File: config.mk
export PLATFORM = sky130hd
export DESIGN_NAME = ghacc_queue
export DESIGN_NICKNAME = d
export VERILOG_FILES = /design/src/rtl/core/ghacc_pkg.sv /design/src/rtl/core/ghacc_queue.sv
export SDC_FILE = /design/constraint.sdc
export NUM_CORES = 1
export LEC_CHECK = 0
export BUFFER_PORTS_ARGS = -buffer_cell sky130_fd_sc_hd__buf_2
export CAP_MARGIN = 20
export CORE_UTILIZATION = 50
export DETAILED_ROUTE_END_ITERATION = 6
export PLACE_DENSITY_LB_ADDON = 0.3
export SLEW_MARGIN = 20
export SYNTH_ARGS = -nofsm -noshare
export SYNTH_HDL_FRONTEND = slang
export SYNTH_SLANG_ARGS = --single-unit
File: constraint.sdc
create_clock -name clk -period 3.73 [get_ports clk]
set_input_delay 0.746 -clock clk [delete_from_list [all_inputs] [get_ports clk]]
set_output_delay 0.746 -clock clk [all_outputs]
set_load 0.05 [all_outputs]
File: src/rtl/core/ghacc_pkg.sv
`default_nettype none

package ghacc_pkg;

	localparam int unsigned BLOCK_W     = 128;
	localparam int unsigned HALF_W      = 64;
	localparam int unsigned COUNT_W     = 5;
	localparam int unsigned BLOCK_BYTES = 16;
	localparam int unsigned S_DATA_W    = 136;
	localparam int unsigned M_DATA_W    = 128;
	localparam int unsigned APB_ADDR_W  = 4;
	localparam int unsigned APB_DATA_W  = 64;
	localparam int unsigned QUEUE_DEPTH = 4;

	// x^128 = x^7 + x^2 + x + 1, the same field as the reflected 0xe1 || 0^120 form
	localparam logic [7:0] GF_POLY = 8'h87;

	// register index as carried by paddr[3]
	localparam logic REG_KEY_HIGH = 1'b0;
	localparam logic REG_KEY_LOW  = 1'b1;

	typedef struct packed {
		logic [BLOCK_W-1:0] blk;
		logic               upd;
		logic               last;
	} queue_entry_t;

	typedef struct packed {
		logic empty;
		logic full;
	} queue_status_t;

	typedef struct packed {
		logic pop;
		logic pop_last;
	} back_status_t;

	// gf(2^128) product in gcm bit order; word bit 127 is coefficient of x^0
	function automatic logic [BLOCK_W-1:0] gf_mul(
		input logic [BLOCK_W-1:0] x,
		input logic [BLOCK_W-1:0] h
	);
		logic [BLOCK_W-1:0]   a;
		logic [BLOCK_W-1:0]   b;
		logic [BLOCK_W-1:0]   term;
		logic [2*BLOCK_W-2:0] c;
		logic [BLOCK_W-2:0]   hh;
		logic [BLOCK_W+7:0]   d;
		logic [7:0]           g;
		logic [BLOCK_W-1:0]   r;
		logic [BLOCK_W-1:0]   z;
		int                   j;
		for (int i = 0; i < BLOCK_W; i++) begin
			a[i] = x[BLOCK_W-1-i];
			b[i] = h[BLOCK_W-1-i];
		end
		// each product bit is an and-xor tree over its own terms
		for (int k = 0; k < 2*BLOCK_W-1; k++) begin
			for (int i = 0; i < BLOCK_W; i++) begin
				j = k - i;
				term[i] = (j >= 0 && j < BLOCK_W) ? (a[i] & b[j[6:0]]) : 1'b0;
			end
			c[k] = ^term;
		end
		// first fold of the upper half, then fold the few bits that spill over
		hh = c[2*BLOCK_W-2:BLOCK_W];
		d  = {8'b0, c[BLOCK_W-1:0]};
		for (int p = 0; p < 8; p++) begin
			if (GF_POLY[p]) begin
				d = d ^ ({9'b0, hh} << p);
			end
		end
		g = d[BLOCK_W+7:BLOCK_W];
		r = d[BLOCK_W-1:0];
		for (int p = 0; p < 8; p++) begin
			if (GF_POLY[p]) begin
				r = r ^ ({120'b0, g} << p);
			end
		end
		for (int i = 0; i < BLOCK_W; i++) begin
			z[BLOCK_W-1-i] = r[i];
		end
		return z;
	endfunction

endpackage

`default_nettype wire

File: src/rtl/core/ghacc_queue.sv
`default_nettype none

module ghacc_queue #(
	parameter int unsigned DEPTH = ghacc_pkg::QUEUE_DEPTH
) (
	input  wire logic                      clk,
	input  wire logic                      arst_n,
	input  wire logic                      push,
	input  wire ghacc_pkg::queue_entry_t   push_data,
	input  wire logic                      pop,
	output ghacc_pkg::queue_entry_t        head,
	output ghacc_pkg::queue_status_t       status
);

	localparam int unsigned PTR_W = (DEPTH > 1) ? $clog2(DEPTH) : 1;
	localparam int unsigned CNT_W = $clog2(DEPTH + 1);

	ghacc_pkg::queue_entry_t entries_q [DEPTH];
	logic [PTR_W-1:0]        wr_ptr_q;
	logic [PTR_W-1:0]        rd_ptr_q;
	logic [CNT_W-1:0]        count_q;

	always_ff @(posedge clk) begin
		if (push) begin
			entries_q[wr_ptr_q] <= push_data;
		end
	end

	always_ff @(posedge clk or negedge arst_n) begin
		if (!arst_n) begin
			wr_ptr_q <= '0;
			rd_ptr_q <= '0;
			count_q  <= '0;
		end else begin
			if (push) begin
				wr_ptr_q <= (wr_ptr_q == PTR_W'(DEPTH - 1)) ? '0 : wr_ptr_q + 1'b1;
			end
			if (pop) begin
				rd_ptr_q <= (rd_ptr_q == PTR_W'(DEPTH - 1)) ? '0 : rd_ptr_q + 1'b1;
			end
			case ({push, pop})
				2'b10:   count_q <= count_q + 1'b1;
				2'b01:   count_q <= count_q - 1'b1;
				default: count_q <= count_q;
			endcase
		end
	end

	assign head         = entries_q[rd_ptr_q];
	assign status.empty = (count_q == '0);
	assign status.full  = (count_q == CNT_W'(DEPTH));

endmodule

`default_nettype wire

; ---- After elaboration in Yosys (flattened, before gate mapping)
; Memories as Yosys holds them, arrays and structs flattened.
; Cells that the tools add are included.
[word_totals]
register_bits = 7
ram_bits = 520
inputBits = 134
wordCells = 20
n_memories = 1
[mem_list]
columns = name, depth, width, read_ports, rd_clocked_by_memory_dff, write_ports, line_no
row1 = entries_q, 4, 130, 1, 0, 1, ghacc_queue.sv:18  ; ghacc_pkg::queue_entry_t entries_q [DEPTH];
[classes]
n_addsub = 4
eq_ne = 5
n_mux = 5
reduce_logical = 2
[ops]
columns = operator, n
row1 = $eq A2 B2 Y1 const B, 3
row2 = $pmux W3 S2, 1
row3 = $add A2 B1 Y2 const B, 2
row4 = $mux W2, 2
row5 = $add A3 B1 Y3 const B, 1
row6 = $eq A3 B3 Y1 const B, 1
row7 = $logic_not A3 Y1, 1
row8 = $sub A3 B1 Y3 const B, 1
row9 = $eq A2 B1 Y1 const B, 1
row10 = $mux W1, 2
row11 = $reduce_bool A2 Y1, 1

; ---- Depth between registers and ports, before layout
[logic_depth]
word_depth = 2
depth_mapped = 7
depth_no_buf = 7

; ---- Least setup slack after synthesis
; OpenSTA, ideal clock, no wires.
[synth_path]
path_type = input port to flip-flop
start = input port push
end = memory entries_q[0][0] (netlist bit), enable pin
setup_ns = 0.504
arrival_time_ns = 3.723
t_required_ns = 3.226
slack_ns = -0.498
cell_stages = 1
path_buffers = 0
path_cell_list = and2_1
[synth_via]
elab_chain_len = 2
[synth_rtl]
columns = item, line_no
row1 = start: declaration, ghacc_queue.sv:8  ; input wire logic push,
row2 = $mux W1, ghacc_queue.sv:24  ; if (push) begin
row3 = $mux W1 (not written as such), ghacc_queue.sv:25  ; entries_q[wr_ptr_q] <= push_data;
row4 = end: declaration, ghacc_queue.sv:18
; No other way between the ends.

==> flow_metrics.tcl <==
set metrics [dict create \
    rows 71 \
    initial_core_util_pct 50.9 \
    async_reset_ff_share_pct 1.33 \
    setup_viol 0 \
    synth_edf_count 520 \
    areaGrowthSynthToFinish_pct 19.7 \
    overflow 0 \
    critPathMaxFanout 28 \
    syn_area_per_cell_sq_um 26.7 \
    ys_warn_count 0 \
    hold_class "input port to flop" \
    viasPerCell 5.38 \
    start_kind "flop" \
    cts_tree "built" \
    cts_inserted_buffers 51 \
    dr.pass1.iters 4 \
    fin_crit_ps 3320 \
    vias 8481 \
    synth-seq-area-share_pct 82.4 \
    wl_mm 35.4 \
    grt_pass1_vias 8971 \
    yosysTopAreaCellShare_pct 81.5 \
    yosysTopAreaCell "edfxtp_1" \
    vdd_drop_max_mv 0.596 \
    placeableCoreArea_sq_um 37700 \
    critPathKind "flop to output pin" \
    cts_max_level 2 \
    finalWeightedCongestion 0.697 \
    p_per_area_nw_per_um2 905 \
    maxCapViolCount 0 \
    synth-seq-cells 527 \
    hpwl_mm 20.8 \
    cts.reportedPaths.clkPinSlew_ps 60 \
    finalHoldViolations 0 \
    p_switching_mw 7.73 \
    port_buffers 265 \
    cts-root-buf "clkbuf_16" \
    antenna_found_initial 8 \
    grt.total_usage_pct 18.4 \
    critPathArrivalTime_ps 2570 \
    wl_per_cell_microns 22.4 \
    intPower_mw 13.0 \
    ys_types 21 \
    dieArea_sq_um 39100 \
    ant_nets 0 \
    clock_sinks 527 \
    p_leak_nw 7.84 \
    worstMarginPinSlew_ps 659 \
    layout.nets 1165 \
    rsz0062_at_grt "false" \
    grt_max_degree 80 \
    synth.area.top_cells "edfxtp_1 (81%), mux4_2 (15%), dfrtp_1 (0.91%), buf_6 (0.59%), buf_2 (0.39%)" \
    finalMaxSlewViolations 0 \
    p_comb_share_pct 37.0 \
    finalPower_mw 20.8 \
    fp.dieW_microns 198 \
    syn-cell-area_sq_um 19200 \
    fp.dieH_microns 198 \
    grt_pass1_wl_mm 52.9 \
    outcome "finished clean" \
    setup_tns_ps 0 \
    finalClockSkew_ps 9.21 \
    seqPwrFrac_pct 37.9 \
    clock_latency_ps 580 \
    required_ps 2980 \
    syn_nets 859 \
    drc_errors 0 \
    clock_path_buffers 3 \
    p_clk_share_pct 25.0 \
    slew_headroom_pct 56.1 \
    ff2ff_setup_slack_ps 1720 \
    synthCells 718 \
    postCtsSetupRepairBufs 0 \
    fmax_mhz 301 \
    period_share_pct 89.0 \
    num-fill-cells 2651 \
    detail_route.iter0.violations 433 \
    switching_share_pct 37.2 \
    io_pins 266 \
    worstSetupEndpointType "output pin" \
    drive_above_1_share_pct 46.7 \
    ys.flop_type "edfxtp_1" \
]
## stage by stage
step | util (%) | instances | hold slack (ps) | setup slack, ps | cell area [sq um]
3_5_place_dp | 56.4 | 1481 | 489 | 927 | 21200
3_3_place_gp | 56.4 | 1481 | 486 | 957 | 21200
5_1_grt | 60.9 | 1573 | 349 | 256 | 22900
2_1_floorplan | - | 718 | 450 | 928 | 19200
6_report | 60.9 | 1577 | 381 | 409 | 22900
4_1_cts | 60.9 | 1572 | 344 | 318 | 22900
## power groups by stage
stage               Sequential (mW)  Clock (mW)  Combinational, mW
detailed placement             8.02           0               7.81
CTS                            7.90        5.31               7.83
global route                   7.97        5.51               8.09
global placement               7.97           0               7.80
finish                         7.88        5.20               7.69
floorplan                      7.88           0               6.16
## cell type report
class / instances / area [sq um] / area share, %
diodes: 5 / 12.5 / 0.0545
multi-input cells: 155 / 3160 / 13.8
flip-flops and latches: 527 / 15800 / 68.8
repair buffers: 283 / 1630 / 7.09
inverters: 6 / 22.5 / 0.0981
well taps: 511 / 639 / 2.79
clock inverters: 27 / 329 / 1.43
clock buffers: 63 / 1360 / 5.94
## metal layers
metal | global-route usage, % | up-vias | wire [microns]
met3 | 6.47 | 61 | 2940
met1 | 24.3 | 4435 | 14800
met5 | 0 | - | 46
met4 | 5.80 | 6 | 768
met2 | 28.8 | 255 | 16800
li1 | - | 3724 | -
## critical path, cell delays in order (launching register included)
cell     delay (ps)
dfrtp_4         830
buf_12          320
mux4_2          560
buf_2           240
## placed cells by master (no fill, tap or decap), types with 2 or more instances in the layout
master | Yosys | routed
edfxtp_1 | 520 | 520
buf_2 | 15 | 265
mux4_2 | 130 | 130
clkbuf_16 | 0 | 53
clkinv_2 | 0 | 14
buf_12 | 0 | 13
clkbuf_1 | 4 | 10
bufinv_16 | 0 | 8
inv_1 | 6 | 6
ha_1 | 6 | 6
diode_2 | 0 | 5
clkinv_1 | 0 | 5
dfrtp_1 | 7 | 5
and2_4 | 0 | 4
buf_4 | 1 | 4
o21ai_0 | 2 | 2
nor2_1 | 2 | 2
mux2_2 | 2 | 2
xor2_1 | 2 | 2
dfrtp_4 | 0 | 2
## path summary, 6_finish.rpt
kind                                     end      startpoint  depth (start not counted)
max                                 head[91]     rd_ptr_q[0]                          3
min in group asynchronous        rd_ptr_q[1]          arst_n                          2
min reg2reg                       count_q[2]      count_q[2]                          1
min                        entries_q[1][119]  push_data[119]                          1
max in group asynchronous        rd_ptr_q[0]          arst_n                          2
max reg2reg                entries_q[2][104]     wr_ptr_q[0]                          4
## kinds of logic (layout without fill, tap and decap cells)
| kind of cell | Yosys count | in the layout | synth area share [%] |
|---|---|---|---|
| other cells | 0 | 5 | 0 |
| fa+ha+maj | 7 | 7 | 0.496 |
| mux | 133 | 133 | 15.4 |
| simple gates | 10 | 10 | 0.281 |
| flops | 527 | 527 | 82.4 |
| buf+inv | 36 | 379 | 1.21 |
| xor+xnor | 3 | 3 | 0.137 |
| compound gates | 2 | 2 | 0.0522 |
## sequential cells by signal, indices dropped and copies added (netlist names)
name / count
count_q: 3
entries_q: 520
rd_ptr_q: 2
wr_ptr_q: 2
## cells in the mapped netlist (2+ instances only)
master    count
and2_1        4
buf_2        15
buf_6        10
clkbuf_1      4
dfrtp_1       7
edfxtp_1    520
ha_1          6
inv_1         6
mux2_2        2
mux4_2      130
nor2_1        2
o21ai_0       2
xor2_1        2
## timing repair
action / CTS / global route
hold endpoints to repair: 7 / 0
hold buffers: 1 / 0
gates resized for setup: 0 / 0
No activity file was read; power rests on OpenSTA's default activity.
