<file path="src/rtl/core/ghacc_pkg.sv">
`default_nettype none

package ghacc_pkg;

	localparam int unsigned BLOCK_W     = 128;
	localparam int unsigned HALF_W      = 64;
	localparam int unsigned COUNT_W     = 5;
	localparam int unsigned BLOCK_BYTES = 16;
	localparam int unsigned S_DATA_W    = 136;
	localparam int unsigned M_DATA_W    = 128;
	localparam int unsigned APB_ADDR_W  = 4;
	localparam int unsigned APB_DATA_W  = 64;
	localparam int unsigned QUEUE_DEPTH = 4;

	// x^128 = x^7 + x^2 + x + 1, the same field as the reflected 0xe1 || 0^120 form
	localparam logic [7:0] GF_POLY = 8'h87;

	// register index as carried by paddr[3]
	localparam logic REG_KEY_HIGH = 1'b0;
	localparam logic REG_KEY_LOW  = 1'b1;

	typedef struct packed {
		logic [BLOCK_W-1:0] blk;
		logic               upd;
		logic               last;
	} queue_entry_t;

	typedef struct packed {
		logic empty;
		logic full;
	} queue_status_t;

	typedef struct packed {
		logic pop;
		logic pop_last;
	} back_status_t;

	// gf(2^128) product in gcm bit order; word bit 127 is coefficient of x^0
	function automatic logic [BLOCK_W-1:0] gf_mul(
		input logic [BLOCK_W-1:0] x,
		input logic [BLOCK_W-1:0] h
	);
		logic [BLOCK_W-1:0]   a;
		logic [BLOCK_W-1:0]   b;
		logic [BLOCK_W-1:0]   term;
		logic [2*BLOCK_W-2:0] c;
		logic [BLOCK_W-2:0]   hh;
		logic [BLOCK_W+7:0]   d;
		logic [7:0]           g;
		logic [BLOCK_W-1:0]   r;
		logic [BLOCK_W-1:0]   z;
		int                   j;
		for (int i = 0; i < BLOCK_W; i++) begin
			a[i] = x[BLOCK_W-1-i];
			b[i] = h[BLOCK_W-1-i];
		end
		// each product bit is an and-xor tree over its own terms
		for (int k = 0; k < 2*BLOCK_W-1; k++) begin
			for (int i = 0; i < BLOCK_W; i++) begin
				j = k - i;
				term[i] = (j >= 0 && j < BLOCK_W) ? (a[i] & b[j[6:0]]) : 1'b0;
			end
			c[k] = ^term;
		end
		// first fold of the upper half, then fold the few bits that spill over
		hh = c[2*BLOCK_W-2:BLOCK_W];
		d  = {8'b0, c[BLOCK_W-1:0]};
		for (int p = 0; p < 8; p++) begin
			if (GF_POLY[p]) begin
				d = d ^ ({9'b0, hh} << p);
			end
		end
		g = d[BLOCK_W+7:BLOCK_W];
		r = d[BLOCK_W-1:0];
		for (int p = 0; p < 8; p++) begin
			if (GF_POLY[p]) begin
				r = r ^ ({120'b0, g} << p);
			end
		end
		for (int i = 0; i < BLOCK_W; i++) begin
			z[BLOCK_W-1-i] = r[i];
		end
		return z;
	endfunction

endpackage

`default_nettype wire

</file>
<file path="src/rtl/core/ghacc_front.sv">
`default_nettype none

module ghacc_front (
	input  wire logic                               s_tvalid,
	output logic                                    s_tready,
	// block_high [63:0], block_low [127:64], byte_count [132:128], zero pad
	input  wire logic [ghacc_pkg::S_DATA_W-1:0]     s_tdata,
	// last_block
	input  wire logic                               s_tlast,
	input  wire ghacc_pkg::queue_status_t           q_status,
	output logic                                    push,
	output ghacc_pkg::queue_entry_t                 push_data
);

	logic [ghacc_pkg::BLOCK_W-1:0] word;
	logic [ghacc_pkg::BLOCK_W-1:0] masked;
	logic [ghacc_pkg::COUNT_W-1:0] byte_count;

	assign byte_count = s_tdata[132:128];
	assign word       = {s_tdata[63:0], s_tdata[127:64]};

	// byte b sits at the top of the word for b = 0; counts above 16 keep all
	always_comb begin
		for (int b = 0; b < ghacc_pkg::BLOCK_BYTES; b++) begin
			masked[ghacc_pkg::BLOCK_W-1-8*b -: 8] =
				(ghacc_pkg::COUNT_W'(b) < byte_count) ?
				word[ghacc_pkg::BLOCK_W-1-8*b -: 8] : 8'h00;
		end
	end

	assign s_tready       = !q_status.full;
	assign push_data.blk  = masked;
	assign push_data.upd  = (byte_count != '0);
	assign push_data.last = s_tlast;

	// an item with no bytes and no last flag changes nothing and is dropped here
	assign push = s_tvalid && s_tready && (push_data.upd || push_data.last);

endmodule

`default_nettype wire

</file>
<file path="config.mk">
export PLATFORM = sky130hd
export DESIGN_NAME = ghacc_front
export DESIGN_NICKNAME = d
export VERILOG_FILES = /design/src/rtl/core/ghacc_pkg.sv /design/src/rtl/core/ghacc_front.sv
export SDC_FILE = /design/constraint.sdc
export NUM_CORES = 1
export LEC_CHECK = 0
export BUFFER_PORTS_ARGS = -buffer_cell sky130_fd_sc_hd__buf_2
export CAP_MARGIN = 20
export CORE_AREA = 2 2 107 109
export DETAILED_ROUTE_END_ITERATION = 7
export DIE_AREA = 0 0 109 111
export GPL_TIMING_DRIVEN = 0
export PLACE_DENSITY = 0.55
export SYNTH_ARGS = -nofsm -noshare
export SYNTH_HDL_FRONTEND = slang
export SYNTH_SLANG_ARGS = --single-unit
</file>
<file path="constraint.sdc">
create_clock -name vclk -period 1.5
set_input_delay 0.075 -clock vclk [all_inputs]
set_output_delay 0.075 -clock vclk [all_outputs]
set_load 0.02 [all_outputs]
</file>
Word level (Yosys, flattened, before mapping)

Index checks and enable logic that the tools add are counted.
Widths: inputs -> output; s select.

Register bits after elaboration: 0
Output and inout bits: 132
Word-level logic and storage cells: 37

Magnitude comparators: 16
Muxes and demuxes: 16
Reductions and logical operators: 5

Operator list:

| kind               | number |
|---|---|
| $mux 8             | 16 |
| $lt 4x5->1 const A | 8 |
| $lt 3x5->1 const A | 4 |
| $lt 1x5->1 const A | 2 |
| $lt 2x5->1 const A | 2 |
| $reduce_bool 5->1  | 1 |
| $logic_and 1x1->1  | 2 |
| $logic_not 1->1    | 1 |
| $logic_or 1x1->1   | 1 |

Logic depth before layout (Yosys ltp)

Gate-level depths: netlist of run 1.

Depth after elaboration: 3
Depth in mapped cells: 4
Gate-level depth less buffers: 2

Worst setup path after synthesis of run 1

No wires, ideal clock.

Kind: input to output
Start point: input port s_tdata[132] in the netlist's numbering
End point: output port push_data[50] in the netlist's numbering
Arrival: 1.051 ns
Required time: 1.425 ns
Setup slack: 0.374 ns
Stages on the path: 4
Buffers on the path: 2
Path through: buf_6 inv_1 clkbuf_1 a21boi_0

RTL lines:

| what        | RTL line          | RTL |
|---|---|---|
| from (decl) | ghacc_front.sv:7  | `input wire logic [ghacc_pkg::S_DATA_W-1:0] s_tdata,` |
| to (decl)   | ghacc_front.sv:12 | `output ghacc_pkg::queue_entry_t push_data` |

==> results of run 1 <==
[power groups by stage]
stage | Combinational [mW] | Clock (mW) | Sequential, mW
floorplan | 0.588 | 0 | 0
global placement | 1.02 | 0 | 0
detailed placement | 1.02 | 0 | 0
CTS | 1.03 | 0 | 0
global route | 1.09 | 0 | 0
finish | 1.01 | 0 | 0
[cell usage after synthesis (2+ instances only)]
cell type,instances
and3_1,8
inv_1,2
a21boi_0,24
nor2b_1,60
nor3_4,2
buf_6,2
and2b_1,4
and2_1,16
a21boi_1,16
clkbuf_1,4
buf_4,3
o21ai_4,2
[kinds of logic after synthesis]
logic type | Yosys count | synth area share [%]
AOI/OAI and AO/OA | 52 | 42.1
buffers and inverters | 13 | 7.37
and+or+nand+nor | 96 | 50.5
[worst paths after layout]
check    startpoint             to  slack [ps]  depth (start not counted)
max    s_tdata[132]  push_data[54]         180                          6
min     q_status[0]       s_tready         420                          3
[layout make-up]
class | count | share of cell area (%)
buffer | 11 | 3.06
timing repair buffer | 267 | 48.1
multi-input combinational | 148 | 42.1
inverter | 2 | 0.270
tap | 143 | 6.44
[metrics by stage]
| stage | instances | worst slack [ps] | instance area [um2] | total power [mW] | utilization [%] |
|---|---|---|---|---|---|
| floorplan | 161 | 374 | 1260 | 0.588 | - |
| global placement | 571 | 92.7 | 2770 | 1.02 | 25.0 |
| detailed placement | 571 | 86.2 | 2770 | 1.02 | 25.0 |
| CTS | 571 | 84.7 | 2770 | 1.03 | 25.0 |
| global route | 571 | 28.2 | 2780 | 1.09 | 25.1 |
| finish | 571 | 177 | 2780 | 1.01 | 25.1 |
[metal layers]
metal	wire (um)	vias to the layer above
met5	0	-
met4	0	0
met3	579	0
met2	3680	137
met1	2480	941
li1	-	1089
[tightest hold or removal path: cells and delay by family]
kind | cells | cell delay, ps
buffers and inverters | 3 | 270
==> results_dict.tcl, run 1 <==
set metrics [dict create \
    status "finished, final reports clean" \
    yosys_warnings 0 \
    rsz0062_at_grt "false" \
    ios 272 \
    crit_top_cell "buf_2" \
    gr-usage-met3_pct 0.588 \
    synth_fp_nets 301 \
    die_area_um2 12100 \
    seq_cell_count 0 \
    seqPwrFrac_pct 0 \
    vias 2167 \
    maxCapViolations 0 \
    layout-drive-gt1-share_pct 68.0 \
    grt_max_degree 11 \
    gr-total-overflow 0 \
    synth.distinct_cells 30 \
    critPathKind "input pin to output port" \
    worst-path-max-fanout 10 \
    path_delay_family "buffers and inverters" \
    met1_usage_pct 10.7 \
    multi_input_area_um2 1170 \
    crit_path_end_kind "output port" \
    whs_ps 420 \
    gp_congestion 0.736 \
    worstMarginPinSlew_ps 479 \
    power.density_nw_per_um2 364 \
    final_cell_mix "268 x buf_2, 60 x nor2b_1, 24 x a21boi_0" \
    worst_ep_required_time_ps 1420 \
    start_util_pct 11.3 \
    p_clk_share_pct 0 \
    postCtsSetupBuffers 0 \
    hold_buffers 0 \
    seq_area_frac_synth_pct 0 \
    grt-busiest-layer "met2" \
    regArea_um2 0 \
    intPower_uw 418 \
    clock.fmax_mhz 756 \
    cts.repair.resized 0 \
    drt_first_pass_iters 4 \
    fin_crit_sh_pct 88.2 \
    final_common_cell "buf_2" \
    syn_inst 161 \
    power_frac_comb_pct 100.0 \
    drv_slew 0 \
    routed_via_density 3.80 \
    grt_pass1_wl_um 9630 \
    die_h_um 111 \
    drtIter0Drc 31 \
    yosysTopAreaCell "nor2b_1" \
    wl_per_cell_um 11.8 \
    drt_wl_total_um 6740 \
    clkbuf_count 0 \
    synthToLayoutAreaGrowth_pct 121 \
    syn_area_um2 1260 \
    antenna_cells 0 \
    yosysTopAreaCellShare_pct 29.9 \
    fillCellCount 1225 \
    finalSetupViolCount 0 \
    p_leak_nw 1.57 \
    peakVddDrop_uv 106 \
    avgSynthCellArea_um2 7.80 \
    synth_area_leaders "nor2b_1 30%, a21boi_0 14%, a21boi_1 9.6%" \
    cp-start-kind "input pin" \
    crit_slowest_cell "clkbuf_1" \
    nets 570 \
    hold_viol_final 0 \
    grt_use_total_pct 9.73 \
    grt_use_met2_pct 20.7 \
    portBuffers 267 \
    slew_headroom_pct 68.1 \
    final_antenna_net_count 0 \
    first_global_vias 2090 \
    p_sw_share_pct 58.7 \
    path_buf_inv 5 \
    antenna_found_initial 0 \
    die_x_um 109 \
    arrival_ps 1250 \
    crit_path_max_incr_delay_ps 350 \
    finalCriticalPeriod_ps 1320 \
    tns_ps 0 \
    drc 0 \
    rows 39 \
    coreArea_um2 11100 \
    place_hpwl_um 5990 \
    hp-class "input pin to output port" \
    path_cells "buf_2 > buf_6 > inv_1 > clkbuf_1 > a21boi_0 > buf_2" \
    power.switching_uw 593 \
]
Power figures use the tool's default switching activity.
==> run 2, diff against run 1 <==
--- a/config.mk
+++ b/config.mk
@@ -10,7 +10,6 @@
 export CORE_AREA = 2 2 107 109
 export DETAILED_ROUTE_END_ITERATION = 7
 export DIE_AREA = 0 0 109 111
-export GPL_TIMING_DRIVEN = 0
 export PLACE_DENSITY = 0.55
 export SYNTH_ARGS = -nofsm -noshare
 export SYNTH_HDL_FRONTEND = slang
==> results_dict.tcl, run 2 (same netlist as run 1, synthesis figures left out) <==
set metrics [dict create \
    status "finished, final reports clean" \
    crit_path_max_incr_delay_ps 560 \
    rsz0062_at_grt "false" \
    clock.fmax_mhz 769 \
    cts.repair.resized 0 \
    hold_viol_final 0 \
    drt_first_pass_iters 4 \
    hold_start "q_status[0]" \
    clkbuf_count 0 \
    crit_top_cell "buf_2" \
    nets 571 \
    peakVddDrop_uv 96.4 \
    final_common_cell "buf_2" \
    grt_max_degree 25 \
    die_h_um 111 \
    path_buf_inv 2 \
    crit_path_end_kind "output port" \
    final_area_um2 2790 \
    gp_congestion 0.739 \
    cp.depth 4 \
    final_cell_mix "268 x buf_2, 60 x nor2b_1, 24 x a21boi_0" \
    rows 39 \
    worst_ep_required_time_ps 1420 \
    cp-start-kind "input pin" \
    antenna_cells 0 \
    maxCapViolations 0 \
    drv_slew 0 \
    crit_start "s_tdata[128]" \
    whs_path_depth 3 \
    dpl_cell_area_um2 2790 \
    multi_input_area_um2 1160 \
    coreArea_um2 11100 \
    start_util_pct 11.3 \
    place_hpwl_um 5990 \
    grt_use_total_pct 9.60 \
    drtIter0Drc 45 \
    p_leak_nw 1.59 \
    seq_cell_count 0 \
    regArea_um2 0 \
    arrival_ps 1230 \
    final_antenna_net_count 0 \
    antenna_found_initial 0 \
    power.density_nw_per_um2 365 \
    tns_ps 0 \
    hold_buffers 0 \
    layout-drive-gt1-share_pct 68.5 \
    finalCriticalPeriod_ps 1300 \
    synthToLayoutAreaGrowth_pct 122 \
    die_x_um 109 \
    routed_via_density 3.82 \
    drc 0 \
    grt_pass1_wl_um 9430 \
    postCtsSetupBuffers 0 \
    wl_per_cell_um 11.7 \
    ios 272 \
    critPathKind "input pin to output port" \
    fin_crit_sh_pct 86.7 \
    portBuffers 268 \
    die_area_um2 12100 \
    path_cells "buf_2 > a2111oi_4 > and2b_1 > buf_2" \
    crit_slowest_cell "a2111oi_4" \
    gr-total-overflow 0 \
    fin_ws_ps 199 \
    drt_wl_total_um 6680 \
    fillCellCount 1214 \
    finalSetupViolCount 0 \
    utilization_pct 25.2 \
    vias 2184 \
    slew_headroom_pct 56.5 \
    worstMarginPinSlew_ps 652 \
    worst-path-max-fanout 8 \
    place_ws_ps 191 \
    first_global_vias 2035 \
    hp-class "input pin to output port" \
    path_delay_family "compound AO/OA/AOI/OAI gates" \
]
## run 2: final timing paths
check / slack [ps] / to
min: 410 / s_tready
max: 200 / push_data[107]
## run 2: cell type report
class | count | share of cell area (%)
inverter | 2 | 0.269
multi-input combinational | 148 | 41.8
tap | 143 | 6.42
timing repair buffer | 279 | 51.5
## run 2: worst min-delay path, stage by stage
cell	delay, ps
buf_2	90
inv_1	30
buf_2	150
## run 2: report_power, final
group	internal, mW	leakage, nW	switching [mW]
Combinational	0.422	1.59	0.594
Clock	0	0	0
Sequential	0	0	0
Total	0.422	1.59	0.594
## run 2: stage by stage
step	hold slack [ps]	power, mW	instances
2_1_floorplan	227	0.588	161
3_3_place_gp	418	1.02	572
3_5_place_dp	420	1.03	572
4_1_cts	422	1.03	572
5_1_grt	437	1.10	572
6_report	415	1.02	572
## run 2: metal layers
| metal | up-vias | track usage, % | wire, um | share of wire, % |
|---|---|---|---|---|
| li1 | 1087 | - | - | - |
| met2 | 141 | 20.3 | 3620 | 54 |
| met4 | 0 | 0.256 | 18 | 0.27 |
| met3 | 2 | 0.529 | 557 | 8.3 |
| met1 | 954 | 10.5 | 2480 | 37 |
| met5 | - | 0 | 0 | 0 |
